<file path="src/hw/rtl/tcw_pkg.sv">
// shared constants and command codes for the text console writer
package tcw_pkg;

    localparam int DEF_COLUMNS = 80;
    localparam int DEF_ROWS    = 25;

    localparam int CMD_W   = 3;
    localparam int CHAR_W  = 8;
    localparam int ATTR_W  = 8;
    localparam int COLIN_W = 7;
    localparam int ROWIN_W = 5;
    localparam int CELL_W  = 16;

    localparam logic [ATTR_W-1:0] DEF_ATTR = 8'h0F;

    localparam logic [CMD_W-1:0] CMD_PUT     = 3'd0;
    localparam logic [CMD_W-1:0] CMD_NEWLINE = 3'd1;
    localparam logic [CMD_W-1:0] CMD_SETCUR  = 3'd2;
    localparam logic [CMD_W-1:0] CMD_CLEAR   = 3'd3;
    localparam logic [CMD_W-1:0] CMD_READ    = 3'd4;

endpackage

</file>
<file path="src/hw/rtl/tcw_ctrl.sv">
// command sequencer with cursor, sweep counter and store addressing
module tcw_ctrl #(
    parameter int COLUMNS = tcw_pkg::DEF_COLUMNS,
    parameter int ROWS    = tcw_pkg::DEF_ROWS,
    parameter int ADDR_W  = $clog2(COLUMNS * ROWS)
) (
    input  logic                        clk,
    input  logic                        rst_n,
    input  logic                        start,
    input  logic [tcw_pkg::CMD_W-1:0]   cmd,
    input  logic [tcw_pkg::CHAR_W-1:0]  char_code,
    input  logic [tcw_pkg::COLIN_W-1:0] col,
    input  logic [tcw_pkg::ROWIN_W-1:0] row,
    input  logic [tcw_pkg::ATTR_W-1:0]  attr,
    input  logic [tcw_pkg::CELL_W-1:0]  rdata,
    output logic                        busy,
    output logic                        done,
    output logic [tcw_pkg::CELL_W-1:0]  cell_data,
    output logic [tcw_pkg::COLIN_W-1:0] cursor_col,
    output logic [tcw_pkg::ROWIN_W-1:0] cursor_row,
    output logic                        mem_we,
    output logic [ADDR_W-1:0]           mem_waddr,
    output logic [tcw_pkg::CELL_W-1:0]  mem_wdata,
    output logic [ADDR_W-1:0]           mem_raddr
);
    import tcw_pkg::*;

    localparam int COL_W  = $clog2(COLUMNS);
    localparam int ROW_W  = $clog2(ROWS);
    localparam int CELLS  = COLUMNS * ROWS;
    localparam int COPIES = (ROWS - 1) * COLUMNS;
    localparam logic [ADDR_W-1:0] LAST_CELL = ADDR_W'(CELLS - 1);
    localparam logic [ADDR_W-1:0] LAST_COPY = ADDR_W'(COPIES - 1);

    typedef enum logic [4:0] {
        S_INIT   = 5'b00001,
        S_IDLE   = 5'b00010,
        S_CLEAR  = 5'b00100,
        S_SCROLL = 5'b01000,
        S_DRAIN  = 5'b10000
    } state_t;

    state_t            state_reg, state_next;
    logic [ADDR_W-1:0] cnt_reg, cnt_next;
    logic [ADDR_W-1:0] cp_addr_reg, cp_addr_next;
    logic              cp_valid_reg, cp_valid_next;
    logic [COL_W-1:0]  cur_col_reg, cur_col_next;
    logic [ROW_W-1:0]  cur_row_reg, cur_row_next;
    logic              done_reg, done_next;
    logic              rd_ok_reg, rd_ok_next;

    logic [31:0]       cur_lin;
    logic [31:0]       req_lin;
    logic [31:0]       src_lin;
    logic [31:0]       col_ext;
    logic [31:0]       row_ext;
    logic              in_range;
    logic [ADDR_W-1:0] cnt_inc;

    assign cur_lin  = 32'(cur_row_reg) * COLUMNS + 32'(cur_col_reg);
    assign req_lin  = 32'(row) * COLUMNS + 32'(col);
    assign src_lin  = 32'(cnt_reg) + COLUMNS;
    assign in_range = (32'(col) < COLUMNS) && (32'(row) < ROWS);
    assign cnt_inc  = cnt_reg + ADDR_W'(1);

    always_comb
    begin
        state_next    = state_reg;
        cnt_next      = cnt_reg;
        cp_addr_next  = cp_addr_reg;
        cp_valid_next = 1'b0;
        cur_col_next  = cur_col_reg;
        cur_row_next  = cur_row_reg;
        done_next     = 1'b0;
        rd_ok_next    = 1'b0;
        mem_we        = 1'b0;
        mem_waddr     = cnt_reg;
        mem_wdata     = '0;
        mem_raddr     = '0;

        unique case (state_reg)
            S_INIT:
            begin
                mem_we = 1'b1;
                if (cnt_reg == LAST_CELL)
                begin
                    cnt_next   = '0;
                    state_next = S_IDLE;
                end
                else
                begin
                    cnt_next = cnt_inc;
                end
            end
            S_IDLE:
            begin
                if (start)
                begin
                    unique case (cmd)
                        CMD_PUT:
                        begin
                            mem_we    = 1'b1;
                            mem_waddr = cur_lin[ADDR_W-1:0];
                            mem_wdata = {attr, char_code};
                            if (32'(cur_col_reg) == COLUMNS - 1)
                            begin
                                cur_col_next = '0;
                            end
                            else
                            begin
                                cur_col_next = cur_col_reg + COL_W'(1);
                            end
                            done_next = 1'b1;
                        end
                        CMD_NEWLINE:
                        begin
                            cur_col_next = '0;
                            if (32'(cur_row_reg) + 32'd1 < ROWS)
                            begin
                                cur_row_next = cur_row_reg + ROW_W'(1);
                                done_next    = 1'b1;
                            end
                            else
                            begin
                                cnt_next   = '0;
                                state_next = S_SCROLL;
                            end
                        end
                        CMD_SETCUR:
                        begin
                            cur_col_next = (32'(col) < COLUMNS) ? COL_W'(col)
                                                                : COL_W'(COLUMNS - 1);
                            cur_row_next = (32'(row) < ROWS) ? ROW_W'(row)
                                                             : ROW_W'(ROWS - 1);
                            done_next    = 1'b1;
                        end
                        CMD_CLEAR:
                        begin
                            cnt_next   = '0;
                            state_next = S_CLEAR;
                        end
                        CMD_READ:
                        begin
                            mem_raddr  = in_range ? req_lin[ADDR_W-1:0] : '0;
                            rd_ok_next = in_range;
                            done_next  = 1'b1;
                        end
                        default:
                        begin
                            done_next = 1'b1;
                        end
                    endcase
                end
            end
            S_CLEAR:
            begin
                mem_we = 1'b1;
                if (cnt_reg == LAST_CELL)
                begin
                    cnt_next   = '0;
                    done_next  = 1'b1;
                    state_next = S_IDLE;
                end
                else
                begin
                    cnt_next = cnt_inc;
                end
            end
            S_SCROLL:
            begin
                // read one row below, write the beat read last cycle
                mem_raddr     = src_lin[ADDR_W-1:0];
                cp_valid_next = 1'b1;
                cp_addr_next  = cnt_reg;
                mem_we        = cp_valid_reg;
                mem_waddr     = cp_addr_reg;
                mem_wdata     = rdata;
                if (cnt_reg == LAST_COPY)
                begin
                    cnt_next   = '0;
                    state_next = S_DRAIN;
                end
                else
                begin
                    cnt_next = cnt_inc;
                end
            end
            S_DRAIN:
            begin
                mem_we     = cp_valid_reg;
                mem_waddr  = cp_addr_reg;
                mem_wdata  = rdata;
                done_next  = 1'b1;
                state_next = S_IDLE;
            end
            default:
            begin
                state_next = S_IDLE;
            end
        endcase
    end

    always_ff @(posedge clk or negedge rst_n)
    begin
        if (!rst_n)
        begin
            state_reg    <= S_INIT;
            cnt_reg      <= '0;
            cp_valid_reg <= 1'b0;
            cur_col_reg  <= '0;
            cur_row_reg  <= '0;
            done_reg     <= 1'b0;
            rd_ok_reg    <= 1'b0;
        end
        else
        begin
            state_reg    <= state_next;
            cnt_reg      <= cnt_next;
            cp_valid_reg <= cp_valid_next;
            cur_col_reg  <= cur_col_next;
            cur_row_reg  <= cur_row_next;
            done_reg     <= done_next;
            rd_ok_reg    <= rd_ok_next;
        end
    end

    always_ff @(posedge clk)
    begin
        cp_addr_reg <= cp_addr_next;
    end

    assign col_ext    = 32'(cur_col_reg);
    assign row_ext    = 32'(cur_row_reg);
    assign busy       = (state_reg != S_IDLE);
    assign done       = done_reg;
    assign cell_data  = rd_ok_reg ? rdata : '0;
    assign cursor_col = col_ext[COLIN_W-1:0];
    assign cursor_row = row_ext[ROWIN_W-1:0];

endmodule

</file>
<file path="config.mk">
export PLATFORM = sky130hd
export DESIGN_NAME = tcw_ctrl
export DESIGN_NICKNAME = d
export VERILOG_FILES = /design/src/hw/rtl/tcw_pkg.sv /design/src/hw/rtl/tcw_ctrl.sv
export SDC_FILE = /design/constraint.sdc
export NUM_CORES = 1
export LEC_CHECK = 0
export ABC_AREA = 1
export ABC_CLOCK_PERIOD_IN_PS = 2400
export BUFFER_PORTS_ARGS = -buffer_cell sky130_fd_sc_hd__buf_2
export CORE_MARGIN = 1
export CORE_UTILIZATION = 52
export CTS_CLUSTER_DIAMETER = 120
export DETAILED_ROUTE_END_ITERATION = 7
export HOLD_SLACK_MARGIN = 0.05
export MAX_ROUTING_LAYER = met4
export PLACE_DENSITY_LB_ADDON = 0.1
export SLEW_MARGIN = 5
export SYNTH_ARGS = -nofsm -noshare
export SYNTH_HDL_FRONTEND = slang
export SYNTH_SLANG_ARGS = --single-unit
</file>
<file path="constraint.sdc">
create_clock -name clk -period 2.4 [get_ports clk]
set_input_delay 0.36 -clock clk [delete_from_list [all_inputs] [get_ports clk]]
set_output_delay 0.36 -clock clk [all_outputs]
set_load 0.01 [all_outputs]
</file>
; Word-level counts from Yosys, hierarchy flattened
; Index checks and enable logic that the tools add are counted.
[word_totals]
ff_bits = 42
in_bits = 50
output_inout_bits = 69
elab_cells = 91
[classes]
addsub = 7
muxes = 41
magnitude_cmp = 3
n_mul = 2
n_reduce_logical = 11
n_eq_ne = 19
[ops]
columns = cell, count
row1 = 11-bit two-way mux, 9
row2 = 11-bit one-hot mux with 2 select lines, 3
row3 = 16-bit two-way mux, 3
row4 = 11-bit one-hot mux with 3 select lines, 1
row5 = 16-bit one-hot mux with 2 select lines, 1
row6 = 5-bit two-way mux, 6
row7 = 11-bit by 7-bit adder with 11-bit output, 2
row8 = 11-bit == test (second input constant), 2
row9 = 7-bit one-hot mux with 3 select lines, 1
row10 = 5-bit one-hot mux with 2 select lines, 2
row11 = 5-bit one-hot mux with 3 select lines, 1
row12 = 5-bit by 3-bit multiplier with 7-bit output (second input constant), 2
row13 = 7-bit two-way mux, 2
row14 = 11-bit by 1-bit adder with 11-bit output (second input constant), 1
row15 = 11-bit by 7-bit adder with 11-bit output (second input constant), 1
row16 = 1-bit two-way mux, 9
row17 = 4-bit AND reduction, 2
row18 = 7-bit by 1-bit adder with 7-bit output (second input constant), 1
row19 = 7-bit == test (second input constant), 1
row20 = 7-bit less-than comparator (second input constant), 1
row21 = 5-bit by 1-bit adder with 6-bit output (second input constant), 1
row22 = 3-bit by 2-bit == test with 1-bit output (second input constant), 2
row23 = 6-bit by 5-bit less-than comparator with 1-bit output (second input constant), 1
row24 = 2-bit != test (second input constant), 3
row25 = 22 further kinds, 25

; Depth between registers and ports, before layout
; Gate-level depths: netlist (run 1).
[logic_depth]
ltp_word = 6
mapped_depth = 12
ltp_nobuf = 12

; Least setup slack after synthesis (run 1)
; No wires, ideal clock.
[synth_timing]
path_type = register to output
startpoint = reg cur_row_reg[1], in the netlist cursor_row[1]
endpoint = out mem_waddr[10]
path_slack_ns = 0.069
path_buffers = 0
t_required_ns = 2.040
arrival_time_ns = 1.971
stages_incl_launch_ff = 10
path_cell_list = dfrtp_1 -> ha_1 -> ha_1 -> inv_1 -> fa_1 -> nor2_1 -> nand2_1 -> nand3_1 -> nand3_1 -> nand3_1
[synth_via]
elab_chain_cells = 5
[synth_lines]
columns = element, line
row1 = from (decl), tcw_ctrl.sv:48  ; logic [ROW_W-1:0] cur_row_reg, cur_row_next;
row2 = from (signal assigned), tcw_ctrl.sv:221  ; cur_row_reg <= cur_row_next;
row3 = 5-bit by 3-bit multiplier with 7-bit output, tcw_ctrl.sv:60  ; assign cur_lin = 32'(cur_row_reg) * COLUMNS + 32'(cur_col_reg);
row4 = 11-bit by 7-bit adder with 11-bit output, tcw_ctrl.sv:60
row5 = 11-bit two-way mux, tcw_ctrl.sv:99  ; unique case (cmd)
row6 = 11-bit two-way mux, tcw_ctrl.sv:97  ; if (start)
row7 = 11-bit one-hot mux with 2 select lines, tcw_ctrl.sv:81  ; unique case (state_reg)
row8 = to (decl), tcw_ctrl.sv:22  ; output logic [ADDR_W-1:0] mem_waddr,
; No other way between the ends.

; Worst setup path in the final report (run 1)
[layout_timing]
startpoint = reg cur_row_reg[1], in the netlist cursor_row[1]
endpoint = out mem_waddr[9]
; Same word-level chain as after synthesis.

==> metrics.txt, run 1 <==
outcome finished, violations left; violated checks negative setup slack; Setup crit end kind output port; pin count of the biggest net entering global routing 32; hold_ws 0.108 ns; synthesized instance count 530; htree depth 2; 1st-iter DRT viols 223; # fillers 605; Crit Path Class reg -> out; global route overflow 0; Placer Congestion 0.923; synthesized area 3720 um^2; Slew Limit Headroom 0.496; worst endpoint required time 2.04 ns; CP max FO 3; clock-pin slew on the worst setup and hold paths 0.09 ns; worst skew pair latency 0.31 ns; syn_nets 607; Die X 86.6 um; WL final 11.5 mm; register area 1110 um^2; post-route cell area 4800 um^2; TritonCTS clock tree built; GR Util All Layers 0.322; Final Setup Violations 3; max_cap viols 0; crit path DAT 2.33 ns; unique cell type count in the Yosys netlist 42; Worst setup SP type register; drc violations 0; area leader, netlist dfrtp_1; LEAKAGE 2.62 nW; Seq cells post-synth 42; placed insts 749; area grow syn2layout 29.2%; drt pass-1 iters 5; Yosys top cell area share 0.202; Top Ports 119; PwrDens 967 nW/um^2; Initial Util 0.541; Peak Freq 372 MHz; CTS root buffer clkbuf_8; clock sinks 42; Hold Path Class in -> async; Core Area 6870 um^2; final hold violation count 0; dpl hpwl 8.96 mm; antenna violations before repair 0; main area contributors after synthesis dfrtp_1 (20%), nand2_1 (14%), edfxtp_1 (8.9%); DIE AREA 7490 um^2; Period Utilization, post-route 1.12; CTS buffer count 5; DR vias 4,164; nets@finish 742; commonest non-fill, non-tap cell in the layout nand2_1; first-pass GRT wire length 18.1 mm; skew final 0.00620 ns; sequential-to-total area share from yosys stat 0.298; peak supply drop 390 uV; Final Slew Violations 0; Vert. Die Dim 86.6 um; area of the multi-input gates 2410 um^2; vias in the first global route 3,893; layout cells sized above 1 0.294; n_diodes 0; Via-to-Cell Ratio 5.46; Setup WS post-layout -0.288 ns; Final Power 4.64 mW; most frequent cells in the layout nand2_1 (141), buf_2 (118), inv_1 (75); placed cell area 4490 um^2; floorplan row count 30; Least-Margin Pin Slew 0.755 ns; hold_buf cts 0; final core occ 0.699; final non-filler cell total 762; port bufs 118; Final ANT Viol Nets 0; Max clock buf depth 2; min Tclk post-route 2.69 ns; wire length per cell 15.0 um; Syn Area/Cell 7.02 um^2; Synth warnings 0; unrepaired setup endpoints after global routing true
metrics by stage:
stage | setup TNS, ns | worst slack, ns
finish | -0.767 | -0.288
global route | -1.10 | -0.391
CTS | -0.750 | -0.271
detailed placement | -0.0815 | -0.0328
global placement | 0 | 0.00551
floorplan | 0 | 0.0686
cells by family (layout without fill, tap and decap cells):
group,after synthesis,in the layout,share of synthesized area
buffers and inverters,93,229,0.0979
and+or+nand+nor,269,269,0.323
AOI/OAI and AO/OA,85,85,0.150
DFF,42,42,0.298
xor gates and xnor gates,14,14,0.0330
adders and majority gates,27,27,0.0989
critical path, cell delays in order (launching register included):
cell	delay, ns
dfrtp_1	0.42
ha_4	0.29
ha_4	0.12
inv_2	0.04
fa_2	0.40
xnor2_4	0.18
o21bai_1	0.14
nand3_1	0.10
o211ai_1	0.14
buf_2	0.19
Yosys cell counts:
library cell    n
nand2_1       143
inv_1          77
nor2_1         45
nand3_1        44
dfrtp_1        30
o21ai_0        28
ha_1           23
a22o_1         16
a21oi_1        13
xor2_1         12
edfxtp_1       11
nand4_1        11
o211ai_1        8
buf_2           6
nand2_2         6
a31oi_1         5
inv_2           5
fa_1            4
nand3_2         4
o221ai_1        4
clkbuf_1        3
nor2_2          3
a21oi_2         2
a22oi_1         2
buf_4           2
nor3_1          2
nor3b_1         2
o21a_1          2
o22ai_1         2
or2_2           2
xnor2_1         2
and2_0          1
and2_1          1
dfstp_2         1
nand3_4         1
nand3b_1        1
nand4_2         1
nor2_4          1
nor3_2          1
o2111ai_1       1
o21bai_1        1
o311ai_1        1
final timing paths:
| check | end | startpoint | depth (start not counted) | slack [ns] |
|---|---|---|---|---|
| min | cursor_row[4]$_DFFE_PN0P_ | rst_n | 1 | 0.11 |
| max | mem_waddr[9] | cursor_row[1]$_DFFE_PN0P_ | 9 | -0.29 |
| max in group asynchronous | cursor_row[0]$_DFFE_PN0P_ | rst_n | 1 | 1.77 |
| max reg2reg | cnt_reg[7]$_DFFE_PN0P_ | cursor_row[1]$_DFFE_PN0P_ | 13 | 0.39 |
| min in group clk | cursor_col[5]$_DFFE_PN0P_ | col[5] | 3 | 0.38 |
| min reg2reg | state_reg[0]$_DFFE_PN1P_ | state_reg[0]$_DFFE_PN1P_ | 1 | 0.55 |
metal layers:
metal	vias to the layer above	GRT usage	wire length [um]
met4	0	0.138	323
met1	1926	0.371	4740
li1	2022	-	-
met2	190	0.554	5580
met5	-	-	0
met3	26	0.0533	831
report_power, final:
part | internal [mW] | leakage (nW) | switching, mW
Combinational | 1.29 | 2.08 | 1.70
Sequential | 0.938 | 0.489 | 0.242
Clock | 0.206 | 0.0452 | 0.270
Total | 2.44 | 2.62 | 2.21
timing repair:
item	4_1_cts	5_1_grt
endpoints found under the setup margin	7	17
setup buffers	2	3
pin swaps	8	14
resized for setup	12	25
gates cloned	0	0
cell type report:
type,instances,share of cell area
clock buffer,6,0.0151
multi-input combinational,395,0.502
timing repair buffer,139,0.159
inverter,82,0.0646
clock inverter,2,0.00287
sequential,42,0.231
tap,96,0.0250
No activity file was read; power rests on OpenSTA's default activity.
==> inputs of run 2 (changes only) <==
Settings changed: REMOVE_ABC_BUFFERS set to 1.
==> run 2 against run 1 <==
Net effect:
- the flow still finishes with violations (negative setup slack)
- fmax up 2.3%
- sequential share of layout area down 0.31 points
- hold slack better by 0.016 ns
- final cell count up 0.52%
- combinational power about the same
==> metrics.txt, run 2 (synthesis gave the netlist of run 1 again) <==
unrepaired setup endpoints after global routing true (unchanged); Max clock buf depth 2 (unchanged); antenna violations before repair 0 (unchanged); outcome finished, violations left (unchanged); most frequent cells in the layout nand2_1 (140), buf_2 (117), inv_1 (72) (was nand2_1 (141), buf_2 (118), inv_1 (75)); area grow syn2layout 30.9% (was 29.2%); # fillers 607 (was 605); TritonCTS clock tree built (unchanged); crit path DAT 2.27 ns (was 2.33 ns); max_cap viols 0 (unchanged); placed insts 748 (was 749); clock sinks 42 (unchanged); Vert. Die Dim 86.6 um (unchanged); Die X 86.6 um (unchanged); Placer Congestion 0.935 (was 0.923); Period Utilization, post-route 1.09 (was 1.12); Top Ports 119 (unchanged); violated checks negative setup slack (unchanged); global route overflow 0 (unchanged); final non-filler cell total 766 (was 762); min Tclk post-route 2.63 ns (was 2.69 ns); Worst setup SP type register (unchanged); post-route cell area 4870 um^2 (was 4800 um^2); PwrDens 980 nW/um^2 (was 967 nW/um^2); placed cell area 4490 um^2 (about the same); DIE AREA 7490 um^2 (unchanged); Crit Path Class reg -> out (unchanged); worst endpoint required time 2.04 ns (about the same); Via-to-Cell Ratio 5.46 (about the same); CTS root buffer clkbuf_8 (unchanged); peak supply drop 398 uV (was 390 uV); dpl hpwl 8.86 mm (was 8.96 mm); drc violations 0 (unchanged); Core Area 6870 um^2 (unchanged); WL final 11.4 mm (was 11.5 mm); 1st-iter DRT viols 336 (was 223); Final ANT Viol Nets 0 (unchanged); skew final 0.00705 ns (was 0.00620 ns); CP max FO 4 (was 3); htree depth 2 (unchanged); LEAKAGE 2.65 nW (was 2.62 nW); Setup crit end kind output port (unchanged); Final Power 4.77 mW (was 4.64 mW); floorplan row count 30 (unchanged); TNS Setup -0.607 ns (was -0.767 ns); pin count of the biggest net entering global routing 32 (unchanged); clock-pin slew on the worst setup and hold paths 0.09 ns (about the same); Least-Margin Pin Slew 0.773 ns (was 0.755 ns); final core occ 0.709 (was 0.699); drt pass-1 iters 6 (was 5); Slew Limit Headroom 0.485 (was 0.496); layout cells sized above 1 0.313 (was 0.294); CTS buffer count 5 (unchanged); n_diodes 0 (unchanged); commonest non-fill, non-tap cell in the layout nand2_1 (unchanged); Final Slew Violations 0 (unchanged); Hold Path Class in -> async (unchanged); final hold violation count 0 (unchanged); Final Setup Violations 3 (unchanged); wire length per cell 14.9 um (was 15.0 um); GR Util All Layers 0.315 (was 0.322); DR vias 4,185 (was 4,164); worst skew pair latency 0.30 ns (was 0.31 ns); first-pass GRT wire length 17.6 mm (was 18.1 mm); Peak Freq 381 MHz (was 372 MHz); Setup WS post-layout -0.228 ns (was -0.288 ns); nets@finish 746 (was 742); port bufs 118 (unchanged); vias in the first global route 3,704 (was 3,893); Initial Util 0.541 (unchanged)
-- run 2: changes by cell type in the layout (fill, tap and decap cells not counted), sizes merged --
cell    previous run  this run
clkinv             2         1
inv               82        83
clkbuf             6         5
bufinv             0         1
buf              139       143
-- run 2: path summary, 6_finish.rpt --
kind,from,depth (start not counted),slack (ns),to
worst min-delay path,rst_n,1,0.12,cursor_col[3]$_DFFE_PN0P_
min in group clk,col[5],3,0.39,cursor_col[5]$_DFFE_PN0P_
max in group asynchronous,rst_n,1,1.75,cursor_row[2]$_DFFE_PN0P_
worst max-delay path,cursor_row[3]$_DFFE_PN0P_,9,-0.23,mem_waddr[8]
worst max register to register,cursor_row[0]$_DFFE_PN0P_,14,0.22,cnt_reg[1]$_DFFE_PN0P_
worst min register to register,state_reg[1]$_DFFE_PN0P_,2,0.54,state_reg[1]$_DFFE_PN0P_
-- run 2: where the power goes --
group / switching, mW / internal (mW) / leakage [nW]
clock network: 0.271 / 0.312 / 0.0585
logic: 1.73 / 1.29 / 2.11
registers: 0.230 / 0.938 / 0.489
-- run 2: metrics by stage --
stage	worst slack, ns	hold WS (ns)
floorplan	0.0259	0.0644
global placement	0.00937	0.484
detailed placement	-0.0564	0.489
CTS	-0.274	0.161
global route	-0.280	0.194
finish	-0.228	0.124
-- run 2: layout make-up --
type	count	area, um^2	share of cell area
clock buffers	5	68.8	0.0141
clock inverters	3	43.8	0.00900
inverters	82	308	0.0632
multi-input cells	395	2430	0.499
flip-flops and latches	42	1110	0.228
well taps	96	120	0.0247
repair buffers	143	788	0.162
-- run 2: layer usage --
metal / track usage / part of all wire / vias to the layer above
met5: - / 0 / -
met4: 0.109 / 0.027 / 0
met3: 0.0362 / 0.067 / 27
met2: 0.546 / 0.48 / 189
met1: 0.381 / 0.42 / 1931
li1: - / - / 2038
-- run 2: critical path, stage by stage, from the launching register on --
cell and delay [ns]:
dfrtp_1 0.42, ha_4 0.30, ha_4 0.13, inv_2 0.03, fa_2 0.58, nor2_4 0.06, nor2_1 0.10, nand2_1 0.06
o211ai_1 0.10, buf_2 0.18
-- run 2: repair_timing --
action / in CTS / in global routing
resized for setup: 16 / 26
setup endpoints to repair: 23 / 36
hold buffers: 0 / 0
pin swaps: 14 / 19
setup buffers: 3 / 7
==> inputs of run 3 (changes only) <==
Settings changed: ABC_AREA 1 to 0, CORE_UTILIZATION 52 to 40.
==> run 3 against run 2 <==
Net effect:
- the flow still finishes with violations (negative setup slack)
- critical path depth unchanged
- utilization down 11 points
- sequential share of layout area down 1.6 points
- largest power group unchanged
==> metrics.txt, run 3 <==
Vert. Die Dim 96.9 um (was 86.6 um); 1st-iter DRT viols 154 (was 336); Worst Path Buf+Inv 3 (was 2); Final Slew Violations 0 (unchanged); unrepaired setup endpoints after global routing true (unchanged); min Tclk post-route 2.86 ns (was 2.63 ns); Reg2Reg Launch Point state_reg[3]$_DFFE_PN0P_ (was cursor_row[0]$_DFFE_PN0P_); Worst Setup SP cursor_row[3]$_DFFE_PN0P_ (unchanged); Main synth FF type dfrtp_1 (unchanged); Worst Reg-to-Reg Cells 10 (was 14); Top Ports 119 (unchanged); Least-Margin Pin Slew 0.763 ns (was 0.773 ns); skew final 0.00853 ns (was 0.00705 ns); sequential-to-total area share from yosys stat 0.307 (was 0.298); Crit Path Class reg -> out (unchanged); Final Setup Violations 39 (was 3); reg-to-reg slack, setup 0.08 ns (was 0.22 ns); Core Area 8720 um^2 (was 6870 um^2); Hold Path Class in -> async (unchanged); slowest stage cell, crit path fa_2 (unchanged); PwrDens 984 nW/um^2 (was 980 nW/um^2); Slew Limit Headroom 0.491 (was 0.485); max_cap viols 0 (unchanged); final core occ 0.599 (was 0.709); final hold violation count 0 (unchanged); antenna violations before repair 0 (unchanged); cell chain of the critical path ha_1 > ha_2 > inv_2 > fa_2 > buf_4 > o21ai_0 > nor3b_1 > a221o_1 > buf_2 (was ha_4 > ha_4 > inv_2 > fa_2 > nor2_4 > nor2_1 > nand2_1 > o211ai_1 > buf_2); wire length per cell 16.2 um (was 14.9 um); dpl hpwl 8.24 mm (was 8.86 mm); met1 wire length 4.87 mm (was 4.81 mm); violated checks negative setup slack (unchanged); worst endpoint required time 2.04 ns (about the same); Setup crit end kind output port (unchanged); EDFF count, synth 11 (unchanged); area grow syn2layout 44.9% (was 30.9%); synthesized area 3600 um^2 (was 3720 um^2); CP max FO 3 (was 4); CTS root buffer clkbuf_8 (unchanged); global route overflow 0 (unchanged); Setup WS post-layout -0.460 ns (was -0.228 ns); nets@finish 652 (was 746); main area contributors after synthesis dfrtp_1 (21%), edfxtp_1 (9.2%), ha_1 (8.0%) (was dfrtp_1 (20%), nand2_1 (14%), edfxtp_1 (8.9%)); Final ANT Viol Nets 0 (unchanged); Post-synth top cells nand2_1 (35), dfrtp_1 (30), a22o_1 (23), ha_1 (23) (was nand2_1 (143), inv_1 (77), nor2_1 (45), nand3_1 (44), dfrtp_1 (30)); synthesized instance count 408 (was 530); Initial Util 0.413 (was 0.541); hold_buf cts 0 (unchanged); unique cell type count in the Yosys netlist 63 (was 42); Peak Freq 350 MHz (was 381 MHz); commonest non-fill, non-tap cell in the layout buf_2 (was nand2_1); Via-to-Cell Ratio 5.52 (was 5.46); Period Utilization, post-route 1.19 (was 1.09); area leader, netlist dfrtp_1 (unchanged); vias in the first global route 3,611 (was 3,704); layout cells sized above 1 0.448 (was 0.313); Seq cells post-synth 42 (unchanged); outcome finished, violations left (unchanged); placed cell area 4570 um^2 (was 4490 um^2); floorplan row count 34 (was 30); Worst setup SP type register (unchanged); reg-to-reg endpoint cnt_reg[6]$_DFFE_PN0P_ (was cnt_reg[1]$_DFFE_PN0P_); TritonCTS clock tree built (unchanged); routed wl met3 454 um (was 764 um); port bufs 118 (unchanged); hold_ws 0.118 ns (was 0.124 ns); CP max stage delay 0.56 ns (was 0.58 ns); drt pass-1 iters 4 (was 6); worst skew pair latency 0.30 ns (about the same); clock-pin slew on the worst setup and hold paths 0.08 ns (was 0.09 ns); post-route cell area 5220 um^2 (was 4870 um^2); CTS buffer count 5 (unchanged); highest metal layer with signal wires met4 (unchanged); DR vias 3,775 (was 4,185); CP top delay family adder cells (unchanged); crit path DAT 2.50 ns (was 2.27 ns); htree depth 2 (unchanged); LEAKAGE 2.48 nW (was 2.65 nW); GR Util All Layers 0.247 (was 0.315); pin count of the biggest net entering global routing 32 (unchanged); drc violations 0 (unchanged); Syn Area/Cell 8.83 um^2 (was 7.02 um^2); peak supply drop 513 uV (was 398 uV); ys async rst share 0.738 (unchanged); routed wl met2 5.60 mm (was 5.54 mm); WL final 11.1 mm (was 11.4 mm); first-pass GRT wire length 18.3 mm (was 17.6 mm); Yosys top cell area share 0.208 (was 0.202); clock sinks 42 (unchanged); Placer Congestion 0.898 (was 0.935); n_diodes 0 (unchanged); Die X 96.9 um (was 86.6 um); most frequent cell after synthesis nand2_1 (unchanged); DIE AREA 9390 um^2 (was 7490 um^2); most frequent cells in the layout buf_2 (115), buf_4 (53), dfrtp_1 (30) (was nand2_1 (140), buf_2 (117), inv_1 (72)); Synth warnings 0 (unchanged); Max clock buf depth 2 (unchanged)
run 3: cell types whose count changed after synthesis, moves of 13 or more:
cell | before | now
inv_1 | 77 | 17
clkbuf_1 | 3 | 16
and2_1 | 1 | 20
nor2_1 | 45 | 20
nand2_1 | 143 | 35
nand3_1 | 44 | 16
run 3: area by class of cell:
type | instances | area [um^2]
flip-flops and latches | 42 | 1110
clock buffers | 5 | 68.8
fillers | 773 | 3500
repair buffers | 187 | 1220
multi-input cells | 321 | 2550
clock inverters | 3 | 68.8
well taps | 108 | 135
inverters | 18 | 72.6
run 3: kinds of logic after synthesis:
| kind of cell | share of synthesized area |
|---|---|
| fa+ha+maj | 0.102 |
| compound gates | 0.248 |
| simple gates | 0.229 |
| xor+xnor | 0.0559 |
| flops | 0.307 |
| buf+inv | 0.0583 |
run 3: power by group:
group	switching, mW	internal (mW)	leakage [nW]
logic	1.76	1.60	1.91
registers	0.174	0.923	0.505
clock network	0.266	0.417	0.0683
run 3: how the worst max path moves through the flow:
stage                         end  slack (ns)  cells past startpoint
global route        mem_waddr[10]       -0.61                      9
floorplan           mem_waddr[10]       -0.35                      9
finish               mem_waddr[8]       -0.46                      9
global placement    mem_raddr[10]       -0.21                     10
detailed placement  mem_raddr[10]       -0.28                     10
CTS                 mem_waddr[10]       -0.46                      9
run 3: timing repair:
action | CTS | global route
gates cloned | 3 | 0
buffers inserted | 13 | 8
resized for setup | 47 | 39
setup endpoints to repair | 39 | 47
pin swaps | 23 | 29
run 3: metrics by stage:
stage	setup slack (ns)	instances	total power, mW	TNS, ns
final	-0.460	684	5.14	-12.45
after global routing	-0.608	684	5.53	-16.19
after CTS	-0.458	681	4.89	-8.10
after detailed placement	-0.284	657	3.92	-0.872
after global placement	-0.211	657	3.87	-0.575
after floorplan	-0.349	381	2.74	-0.453
run 3: metal layers:
layer | vias up | global-route usage
li1 | 1851 | -
met1 | 1815 | 0.311
met2 | 99 | 0.419
met3 | 10 | 0.0361
met4 | 0 | 0.0586
met5 | - | -
